==> config.mk <==
export PLATFORM = sky130hd
export DESIGN_NAME = scan_median_outlier_filter
export DESIGN_NICKNAME = d
export VERILOG_FILES = /design/src/hdl/smof_pkg.sv /design/src/hdl/scan_median_outlier_filter.sv /design/src/hdl/smof_front.sv /design/src/hdl/smof_rank.sv /design/src/hdl/smof_back.sv
export SDC_FILE = /design/constraint.sdc
export NUM_CORES = 2
export LEC_CHECK = 0
export ABC_CLOCK_PERIOD_IN_PS = 23700
export BUFFER_PORTS_ARGS = -buffer_cell sky130_fd_sc_hd__clkbuf_2
export CORE_ASPECT_RATIO = 1.25
export CORE_UTILIZATION = 27
export DETAILED_ROUTE_END_ITERATION = 12
export PLACE_DENSITY = 0.43
export SYNTH_ARGS = -nofsm -noshare
export SYNTH_HDL_FRONTEND = slang
export SYNTH_SLANG_ARGS = --single-unit
==> constraint.sdc <==
create_clock -name clk -period 23.7 [get_ports clk]
set_clock_uncertainty 0.2 [all_clocks]
set_input_delay 2.37 -clock clk [delete_from_list [all_inputs] [get_ports clk]]
set_output_delay 2.37 -clock clk [all_outputs]
set_load 0.02 [all_outputs]
==> src/hdl/smof_pkg.sv <==
// Shared constants and types of the scan median outlier filter.
package smof_pkg;

	localparam int WINDOW_LEN = 9;
	localparam int HALF_LEN   = WINDOW_LEN / 2;
	localparam int RANGE_BITS = 16;
	localparam int MM_W       = 16;
	localparam int INDEX_W    = 16;
	localparam int CNT_W      = $clog2(WINDOW_LEN + 1);
	localparam int TAIL_W     = $clog2(HALF_LEN + 1);
	localparam int QDEPTH     = 8;
	localparam int QA_W       = $clog2(QDEPTH);
	localparam int USED_W     = $clog2(QDEPTH + 1);

	// window cell: invalid flag above the range bits
	typedef logic [RANGE_BITS:0] cell_t;
	typedef cell_t [WINDOW_LEN-1:0] window_t;

	typedef struct packed {
		logic              has_main;
		logic              use_med;
		logic [TAIL_W-1:0] tail_cnt;
	} cls_t;

	typedef struct packed {
		logic [RANGE_BITS-1:0] med_mm;
		logic                  med_invalid;
		logic                  has_main;
		logic [TAIL_W-1:0]     tail_cnt;
	} qent_t;

endpackage

==> src/hdl/scan_median_outlier_filter.sv <==
// Scan median outlier filter: 9-sample sliding median over laser range words,
// NaN-aware, with a NaN tail flushed at scan end. One sample word is taken each
// clock unless sample_stall is high; each sample gives at most one result word
// except the last of a scan, which gives up to five, and the output port moves
// one result word per clock unless result_stall holds it, so that port sets the
// sustained rate. Accepted words pass the window, rank and queue registers to
// the output register. An eight-word queue between the rank stage and the
// result sequencer, tracked by credits in the front end, lets input flow while
// output stalls; sample_stall rises once eight words are in flight or waiting.
module scan_median_outlier_filter (
	input  logic                      clk,
	input  logic                      arst_n,
	input  logic                      sample_valid,
	output logic                      sample_stall,
	input  logic [smof_pkg::MM_W-1:0] range_mm,
	input  logic                      range_invalid,
	input  logic                      scan_last,
	output logic                      result_valid,
	input  logic                      result_stall,
	output logic [smof_pkg::MM_W-1:0] filtered_mm,
	output logic                      filtered_invalid,
	output logic                      scan_done
);
	import smof_pkg::*;

	window_t window;
	cls_t    cls_s1;
	logic    valid_s1;
	logic    push;
	logic    drop;
	logic    pop;
	qent_t   qent;

	smof_front u_front (
		.clk          (clk),
		.arst_n       (arst_n),
		.sample_valid (sample_valid),
		.sample_stall (sample_stall),
		.range_mm     (range_mm),
		.range_invalid(range_invalid),
		.scan_last    (scan_last),
		.release_pop  (pop),
		.release_drop (drop),
		.window       (window),
		.cls_s1       (cls_s1),
		.valid_s1     (valid_s1)
	);

	smof_rank u_rank (
		.clk     (clk),
		.arst_n  (arst_n),
		.valid_s1(valid_s1),
		.window  (window),
		.cls_s1  (cls_s1),
		.push    (push),
		.drop    (drop),
		.qent    (qent)
	);

	smof_back u_back (
		.clk             (clk),
		.arst_n          (arst_n),
		.push            (push),
		.qent            (qent),
		.pop             (pop),
		.result_valid    (result_valid),
		.result_stall    (result_stall),
		.filtered_mm     (filtered_mm),
		.filtered_invalid(filtered_invalid),
		.scan_done       (scan_done)
	);

endmodule

==> src/hdl/smof_front.sv <==
// Front end: accepts samples, shifts the window, tracks scan position and queue credit.
module smof_front (
	input  logic                          clk,
	input  logic                          arst_n,
	input  logic                          sample_valid,
	output logic                          sample_stall,
	input  logic [smof_pkg::MM_W-1:0]     range_mm,
	input  logic                          range_invalid,
	input  logic                          scan_last,
	input  logic                          release_pop,
	input  logic                          release_drop,
	output smof_pkg::window_t             window,
	output smof_pkg::cls_t                cls_s1,
	output logic                          valid_s1
);
	import smof_pkg::*;

	window_t            window_q;
	logic [INDEX_W-1:0] idx_q;
	logic [USED_W-1:0]  used_q;
	logic               acc;
	cls_t               cls;

	assign sample_stall = (used_q == USED_W'(QDEPTH));
	assign acc          = sample_valid && !sample_stall;
	assign window       = window_q;

	always_comb begin
		cls.has_main = (idx_q >= INDEX_W'(HALF_LEN));
		cls.use_med  = (idx_q >= INDEX_W'(2 * HALF_LEN));
		if (!scan_last) begin
			cls.tail_cnt = '0;
		end else if (idx_q < INDEX_W'(HALF_LEN)) begin
			cls.tail_cnt = TAIL_W'(idx_q + INDEX_W'(1));
		end else begin
			cls.tail_cnt = TAIL_W'(HALF_LEN);
		end
	end

	always_ff @(posedge clk) begin
		if (acc) begin
			for (int a = WINDOW_LEN - 1; a > 0; a--) begin
				window_q[a] <= window_q[a-1];
			end
			window_q[0] <= {range_invalid, range_mm[RANGE_BITS-1:0]};
			cls_s1      <= cls;
		end
	end

	always_ff @(posedge clk or negedge arst_n) begin
		if (!arst_n) begin
			idx_q    <= '0;
			used_q   <= '0;
			valid_s1 <= 1'b0;
		end else begin
			valid_s1 <= acc;
			used_q   <= used_q + USED_W'(acc) - USED_W'(release_pop) - USED_W'(release_drop);
			if (acc) begin
				if (scan_last) begin
					idx_q <= '0;
				end else if (idx_q != {INDEX_W{1'b1}}) begin
					idx_q <= idx_q + INDEX_W'(1);
				end
			end
		end
	end

endmodule

==> src/hdl/smof_rank.sv <==
// Rank stage: per-cell rank counts, median select and queue word build.
module smof_rank (
	input  logic              clk,
	input  logic              arst_n,
	input  logic              valid_s1,
	input  smof_pkg::window_t window,
	input  smof_pkg::cls_t    cls_s1,
	output logic              push,
	output logic              drop,
	output smof_pkg::qent_t   qent
);
	import smof_pkg::*;

	logic [RANGE_BITS-1:0] val_s2   [WINDOW_LEN];
	logic [WINDOW_LEN-1:0] vld_s2;
	logic [CNT_W-1:0]      below_s2 [WINDOW_LEN];
	logic [CNT_W-1:0]      upto_s2  [WINDOW_LEN];
	logic [CNT_W-1:0]      nv_s2;
	cls_t                  cls_s2;
	logic                  valid_s2;

	logic [CNT_W-1:0]      below    [WINDOW_LEN];
	logic [CNT_W-1:0]      upto     [WINDOW_LEN];
	logic [CNT_W-1:0]      nv;
	logic [CNT_W-1:0]      rank;
	logic [RANGE_BITS-1:0] sel;
	logic                  ok;
	logic                  med_inv;
	logic                  any;

	always_comb begin
		nv = '0;
		for (int a = 0; a < WINDOW_LEN; a++) begin
			nv = nv + CNT_W'(!window[a][RANGE_BITS]);
			below[a] = '0;
			upto[a]  = '0;
			for (int b = 0; b < WINDOW_LEN; b++) begin
				if (!window[b][RANGE_BITS]) begin
					below[a] = below[a] +
						CNT_W'(window[b][RANGE_BITS-1:0] < window[a][RANGE_BITS-1:0]);
					upto[a]  = upto[a] +
						CNT_W'(window[b][RANGE_BITS-1:0] <= window[a][RANGE_BITS-1:0]);
				end
			end
		end
	end

	always_ff @(posedge clk) begin
		if (valid_s1) begin
			for (int a = 0; a < WINDOW_LEN; a++) begin
				val_s2[a]   <= window[a][RANGE_BITS-1:0];
				vld_s2[a]   <= !window[a][RANGE_BITS];
				below_s2[a] <= below[a];
				upto_s2[a]  <= upto[a];
			end
			nv_s2  <= nv;
			cls_s2 <= cls_s1;
		end
	end

	always_ff @(posedge clk or negedge arst_n) begin
		if (!arst_n) begin
			valid_s2 <= 1'b0;
		end else begin
			valid_s2 <= valid_s1;
		end
	end

	// equal values may match at several cells; they carry the same value
	always_comb begin
		rank = nv_s2 >> 1;
		sel  = '0;
		for (int a = 0; a < WINDOW_LEN; a++) begin
			if (vld_s2[a] && below_s2[a] <= rank && rank < upto_s2[a]) begin
				sel = sel | val_s2[a];
			end
		end
		ok      = (nv_s2 != '0) && ({nv_s2, 1'b0} >= (CNT_W + 1)'(WINDOW_LEN));
		med_inv = !(cls_s2.use_med && ok);
		any     = cls_s2.has_main || (cls_s2.tail_cnt != '0);
	end

	assign push             = valid_s2 && any;
	assign drop             = valid_s2 && !any;
	assign qent.med_mm      = med_inv ? '0 : sel;
	assign qent.med_invalid = med_inv;
	assign qent.has_main    = cls_s2.has_main;
	assign qent.tail_cnt    = cls_s2.tail_cnt;

endmodule

==> src/hdl/smof_back.sv <==
// Back end: word queue and result sequencer with registered output.
module smof_back (
	input  logic                      clk,
	input  logic                      arst_n,
	input  logic                      push,
	input  smof_pkg::qent_t           qent,
	output logic                      pop,
	output logic                      result_valid,
	input  logic                      result_stall,
	output logic [smof_pkg::MM_W-1:0] filtered_mm,
	output logic                      filtered_invalid,
	output logic                      scan_done
);
	import smof_pkg::*;

	qent_t             fifo_q [QDEPTH];
	logic [QA_W-1:0]   wr_ptr_q;
	logic [QA_W-1:0]   rd_ptr_q;
	logic [USED_W-1:0] cnt_q;
	logic              main_sent_q;
	logic [TAIL_W-1:0] tail_sent_q;
	logic              result_valid_q;
	logic [MM_W-1:0]   mm_q;
	logic              inv_q;
	logic              done_q;

	qent_t             head;
	logic              out_free;
	logic              emit;
	logic              emit_main;
	logic              tail_end;
	logic              last;

	assign head      = fifo_q[rd_ptr_q];
	assign out_free  = !result_valid_q || !result_stall;
	assign emit      = out_free && (cnt_q != '0);
	assign emit_main = head.has_main && !main_sent_q;
	assign tail_end  = (tail_sent_q + TAIL_W'(1)) == head.tail_cnt;
	assign last      = emit_main ? (head.tail_cnt == '0) : tail_end;
	assign pop       = emit && last;

	always_ff @(posedge clk) begin
		if (push) begin
			fifo_q[wr_ptr_q] <= qent;
		end
		if (out_free && emit) begin
			if (emit_main) begin
				mm_q   <= MM_W'(head.med_mm);
				inv_q  <= head.med_invalid;
				done_q <= 1'b0;
			end else begin
				mm_q   <= '0;
				inv_q  <= 1'b1;
				done_q <= tail_end;
			end
		end
	end

	always_ff @(posedge clk or negedge arst_n) begin
		if (!arst_n) begin
			wr_ptr_q       <= '0;
			rd_ptr_q       <= '0;
			cnt_q          <= '0;
			main_sent_q    <= 1'b0;
			tail_sent_q    <= '0;
			result_valid_q <= 1'b0;
		end else begin
			if (push) begin
				wr_ptr_q <= wr_ptr_q + QA_W'(1);
			end
			cnt_q <= cnt_q + USED_W'(push) - USED_W'(pop);
			if (out_free) begin
				result_valid_q <= emit;
			end
			if (emit) begin
				if (last) begin
					rd_ptr_q    <= rd_ptr_q + QA_W'(1);
					main_sent_q <= 1'b0;
					tail_sent_q <= '0;
				end else if (emit_main) begin
					main_sent_q <= 1'b1;
				end else begin
					tail_sent_q <= tail_sent_q + TAIL_W'(1);
				end
			end
		end
	end

	assign result_valid     = result_valid_q;
	assign filtered_mm      = mm_q;
	assign filtered_invalid = inv_q;
	assign scan_done        = done_q;

endmodule

== Yosys cells after proc, flatten, opt, wreduce, memory -nomap -nowiden ==
Memories as Yosys holds them, arrays and structs flattened.
Cells that the tools add are included.

* Flip-flop bits (word level): 231
* Bits in writable memories: 384
* Memories: 4

* Add/sub/neg operators: 161
* Order comparisons: 184
* Equality and inequality tests: 4
* Muxes and demuxes: 184
* Bitwise logic cells: 8
* Reductions and logical operators: 55

{| class="wikitable"
|+ Memories
! memory !! words !! width !! rd ports !! clocked after Yosys merged registers in !! write ports !! RTL line !! source
|-
| u_back.fifo_q || 8 || 21 || 1 || 0 || 1 || smof_back.sv:16 || <nowiki>qent_t fifo_q [QDEPTH];</nowiki>
|-
| u_rank.val_s2 || 9 || 16 || 9 || 0 || 9 || smof_rank.sv:14 || <nowiki>logic [RANGE_BITS-1:0] val_s2 [WINDOW_LEN];</nowiki>
|-
| u_rank.below_s2 || 9 || 4 || 9 || 0 || 9 || smof_rank.sv:16 || <nowiki>logic [CNT_W-1:0] below_s2 [WINDOW_LEN];</nowiki>
|-
| u_rank.upto_s2 || 9 || 4 || 9 || 0 || 9 || smof_rank.sv:17 || <nowiki>logic [CNT_W-1:0] upto_s2 [WINDOW_LEN];</nowiki>
|}

{| class="wikitable"
|+ Operator list
! kind !! number
|-
| $le A16 B16 Y1 || 81
|-
| $lt A16 B16 Y1 || 81
|-
| $mux W4 || 144
|-
| $add A4 B1 Y4 || 135
|-
| $mux W16 || 12
|-
| $or A16 B16 Y16 || 8
|-
| $add A1 B1 Y2 || 19
|-
| $le A4 B3 Y1 || 9
|-
| $lt A3 B4 Y1 || 9
|-
| $logic_and A1 B1 Y1 || 27
|-
| $mux W1 || 25
|-
| $add A16 B1 Y16 const B || 1
|-
| $ge A16 B3 Y1 const B || 1
|-
| $ge A16 B4 Y1 const B || 1
|-
| $lt A16 B3 Y1 const B || 1
|-
| $ne A16 B16 Y1 const B || 1
|-
| $logic_not A1 Y1 || 15
|-
| $sub A4 B1 Y4 || 3
|-
| $reduce_and A2 Y1 || 5
|-
| $add A3 B1 Y3 const B || 3
|-
| $mux W3 || 3
|-
| $reduce_bool A4 Y1 || 2
|-
| $ge A5 B4 Y1 const B || 1
|-
| $eq A4 B4 Y1 const B || 1
|-
| other kinds (6) || 8
|}

== Depth between registers and ports, before layout ==
An unclocked memory read counts as a cell.

* Depth in word-level cells: 22
* Gate-level depth with buffers: 38
* Mapped depth without buffers: 38

== By module ==
From an unflattened synthesis, not the netlist that was laid out.

* Cell total of the unflattened synthesis: 4123
* Area total of the unflattened synthesis: 46593.4 sq um

{| class="wikitable"
|+ Modules (own cells, without submodules)
! module !! instances !! cells an instance !! area an instance (sq um)
|-
| smof_rank || 1 || 3453 || 32673.8
|-
| smof_back || 1 || 366 || 7775.0
|-
| smof_front || 1 || 304 || 6144.6
|}

== Least setup slack after synthesis ==
OpenSTA, ideal clock, no wires.

* Path kind: input port to flip-flop
* From: input sample_valid
* To: register u_front.used_q[2]
* Arrival time: 11.575 ns
* Data required time: 23.436 ns
* Setup slack: 11.860 ns
* Cell stages on the path: 7
* Path buffers: 0
* Path through: nor2b_1 fa_1 ha_1 ha_1 inv_1 fa_1 inv_1

* Cells in the longest elaborated chain, start to end: 4

{| class="wikitable"
|+ Ends and longest elaborated chain
! what !! RTL line !! source
|-
| from (decl) || scan_median_outlier_filter.sv:13 || <nowiki>input logic sample_valid,</nowiki>
|-
| $logic_and A1 B1 Y1 || smof_front.sv:25 || <nowiki>assign acc = sample_valid && !sample_stall;</nowiki>
|-
| $add A4 B1 Y4 || smof_front.sv:57 || <nowiki>used_q <= used_q + USED_W'(acc) - USED_W'(release_pop) - USED_W'(release_drop);</nowiki>
|-
| $sub A4 B1 Y4 (2 in series) || smof_front.sv:57 ||
|-
| to (signal assigned) || smof_front.sv:57 ||
|-
| to (decl) || smof_front.sv:20 || <nowiki>logic [USED_W-1:0] used_q;</nowiki>
|}

Every way passes these cells.
A chain may end at the register's enable or synchronous reset.

==> parameters.txt <==
Parameter                              Value

Critical path
  Category of the worst setup path capture point ... flip-flop
  Cell occurring most often along the worst timing path ... ha_1
  Max FO, Critical Path ... 10
  Biggest cell delay along the critical path ... 690 ps
  Kind of start point of the critical path ... flip-flop
  Critical path class ... flip-flop to flip-flop
  Critical Path AT ... ~9000 ps
  Max stage delay cell, worst path ... edfxtp_1
  Data required, critical path ... 23930 ps

Yosys
  Largest family of logic cells by synthesized area ... adder cells
  Share of flip-flops with an asynchronous set or reset ... 0.0602
  Warning count from the yosys run ... 0
  Post-synthesis cell type with the largest combined area ... edfxtp_1
  Post-Synth Adder-Cell Area ... 0.244
  Complex-gate fraction of the synthesized area ... 0.107
  Yosys reg bits ... 615
  Number of flops mapped to enable cells by yosys ... about 580
  Most frequently used flop master after synthesis ... edfxtp_1
  Post-Synthesis Net Count ... around 5.0k
  Mapped Cells ... 4119
  Share of the yosys chip area belonging to registers ... 0.396
  Post-synthesis cell area ... roughly 46000 um^2
  Post-synth top area share ... 0.376
  List of most frequent post-synthesis cells ... 885 x ha_1, 578 x edfxtp_1, 298 x inv_1, 232 x nor2_1, 227 x nand2_1
  Count leader, synth ... ha_1
  Post-synthesis share of cell area spent on xor and xnor gates ... 0.0411
  Simple-gate area share of the yosys netlist ... 0.123
  Synth Area per Inst ... ~11 um^2
  Cell types with the largest area share after synthesis ... edfxtp_1 38%, ha_1 24%, xnor2_1 3.4%
  Mux contribution to synthesized area ... 0.0557
  Distinct cell type count of the synthesized netlist ... 78

Place
  Gpl congestion ... 0.972
  Placed wire-length estimate after detailed placement ... approximately 130000 um
  Place WS ... 15020 ps
  Port bufs ... 41
  Total placed cells including tap cells ... about 6.4k

Clock network
  Post-CTS Setup Inserts ... 0
  CTS tree ... built
  Clk_lat worst skew ... 720 ps
  Hold bufs inserted after CTS ... 0
  Number of cells upsized or downsized after cts ... 0
  Num Clock Sinks ... 615
  Inserted Clock Buffers ... 72
  CTS Buffer Depth ... 3
  Worst-path clk slew ... about 60 ps
  Deepest level of the CTS H-tree ... 3
  Buffer type at the clock tree root ... clkbuf_16

STA
  Max_slew headroom ... 0.165
  Fin Setup TNS ... 0 ps
  Ratio of final minimum period to clock period ... 0.374
  Number of failing hold endpoints at the final stage ... 0
  Total of endpoints with negative setup slack in the final report ... 0
  Final Slew Violations ... 0
  Worst slew pin tran ... between 1000 and 1500 ps
  Worst hold slack ... around 220 ps
  Shortest period the worst path allows ... 8870 ps
  RSZ-0062 raised after global routing ... false
  Max Freq ... 113 MHz
  Setup ws final ... between 10000 and 15000 ps

Run status
  Status ... finished, final reports clean

Job
  Max-Cap Viols ... 0

Drt
  Post-route ant nets ... 0
  Iteration count of the initial detailed-routing pass ... 5
  Total number of vias ... 33.3k
  Detailed Route Iter0 Violations ... 2313
  Via-to-Cell Ratio ... 5.11
  Avg WL per Cell ... between 20 and 30 um
  DR DRC count ... 0
  Overall routed net length ... 172000 um

Finish
  Proportion of layout cells with a drive suffix above 1 ... 0.104
  Net count reported at finish ... slightly above 5k
  Final Instance Count excl. Fillers ... between 6k and 7k
  Fill count ... approximately 17k
  Fraction of the core area covered by cells at the end of the flow ... 0.307
  Layout overhead on the synthesized area ... 12.9%

Floorplan
  Area of the placeable core ... around 170000 um^2
  I/O pin count ... 42
  Height of the die ... roughly 460 um
  Die Span X ... approximately 370 um
  Initial cell density of the core ... 0.272
  Die area ... 173000 um^2
  Site Rows ... 169

Power and ir drop
  Peak ir drop on the vdd network ... 54.2 uV
  Internal power ... approximately 3.7 mW
  Switching power share of the total ... 0.435
  Sequential group share of total power ... 0.273
  Clock share of power ... 0.177
  NetSw ... 2.83 mW
  Gate power share ... 0.550
  Leakage ... approximately 22 nW
  Areal power density over the cells ... between 100 and 150 nW/um^2

Global routing
  Total global routing track utilization ... 0.198
  Largest net degree at the start of global routing ... 79
  Antenna violations before repair ... 9
  Aggregate global routing overflow ... 0
  Via count of the first global-routing pass ... 33.1k
  Wire length of the first global-routing pass ... between 200000 and 250000 um

Min path
  Hold Crit Class ... flip-flop to flip-flop
[cell type report]
cell class / instances / area (um^2) / share of cell area
clock inverters: 42 / 557 / 0.0107
diodes: 2 / 5.00 / 0.0000961
inverters: 301 / 1130 / 0.0217
repair buffers: 144 / 991 / 0.0190
multi-input cells: 3108 / 26500 / 0.508
clock buffers: 85 / 1850 / 0.0355
well taps: 2223 / 2780 / 0.0534
flip-flops and latches: 615 / 18300 / 0.351
[kinds of logic after synthesis]
family | count (synthesis)
multiplexers | 190
XOR/XNOR | 210
buffers and inverters | 396
flip-flops | 615
AND/OR/NAND/NOR | 1078
AO/OA/AOI/OAI | 735
adder cells (fa/ha/maj) | 895
[worst max-delay path: cells and delay by family, from the launching register on]
kind	cells	cell delay [ps]
DFF	1	690
buffers and inverters	2	160
and+or+nand+nor	10	1930
adders and majority gates	8	2390
xor gates and xnor gates	4	720
AOI/OAI and AO/OA	11	2490
[layout by cell type, fill, tap and decap left out, types with 70 or more instances in the layout]
cell | netlist | final
edfxtp_1 | 578 | 578
buf_4 | 2 | 102
clkbuf_16 | 0 | 72
inv_1 | 298 | 298
o21ai_0 | 111 | 111
nor2_1 | 232 | 226
nand4_1 | 137 | 137
mux2_2 | 87 | 87
ha_1 | 885 | 885
a21oi_1 | 210 | 209
xnor2_1 | 179 | 179
a21o_1 | 106 | 106
nand2b_1 | 70 | 70
nor2b_1 | 170 | 169
nand2_1 | 227 | 226
[power groups by stage]
stage	combinational (mW)	clock (mW)	sequential (mW)
final	3.58	1.15	1.78
after global routing	4.02	1.23	1.80
after CTS	3.61	1.19	1.78
after detailed placement	3.58	0	1.80
after global placement	3.54	0	1.80
after floorplan	2.38	0	1.78
[metal layers]
metal / GRT usage / vias up / share of wire
met2: 0.343 / 800 / 0.49
met1: 0.239 / 16500 / 0.42
li1: - / 15800 / -
met5: 0 / - / 0.000041
met3: 0.0224 / 259 / 0.039
met4: 0.105 / 2 / 0.057
[path summary, 6_finish.rpt]
kind,end,slack [ps],cells past startpoint,startpoint
worst max-delay path,u_rank.upto_s2[0][27]$_DFFE_PP_,14830,35,u_front.window[9]$_DFFE_PP_
max in group asynchronous,u_front.valid_s1$_DFF_PN0_,21310,2,arst_n
min in group asynchronous,u_back.main_sent_q$_DFFE_PN0P_,1530,2,arst_n
worst min-delay path,u_rank.qent[0]$_DFFE_PP_,220,0,u_front.cls_s1[0]$_SDFFCE_PN0P_
worst min register to register,u_rank.qent[0]$_DFFE_PP_,220,0,u_front.cls_s1[0]$_SDFFCE_PN0P_
worst max register to register,u_rank.upto_s2[0][27]$_DFFE_PP_,14830,35,u_front.window[9]$_DFFE_PP_
[registers in the layout, summed over array words and instances, names as in the netlist, 5 cells and up]
name and cells:
u_front.idx_q 16, u_back.fifo_q 168, u_rank.upto_s2 36, u_front.window 153, u_rank.vld_s2 9, u_front.cls_s1 5
u_back.filtered_mm 16, u_rank.val_s2 144, u_rank.below_s2 36
[stage by stage]
stage	instance area [um^2]	total power [mW]
finish	52100	6.50
global route	52100	7.05
CTS	52100	6.59
detailed placement	49700	5.39
global placement	49700	5.34
floorplan	46100	4.15
Note: power is estimated with default switching activity, not from simulation.
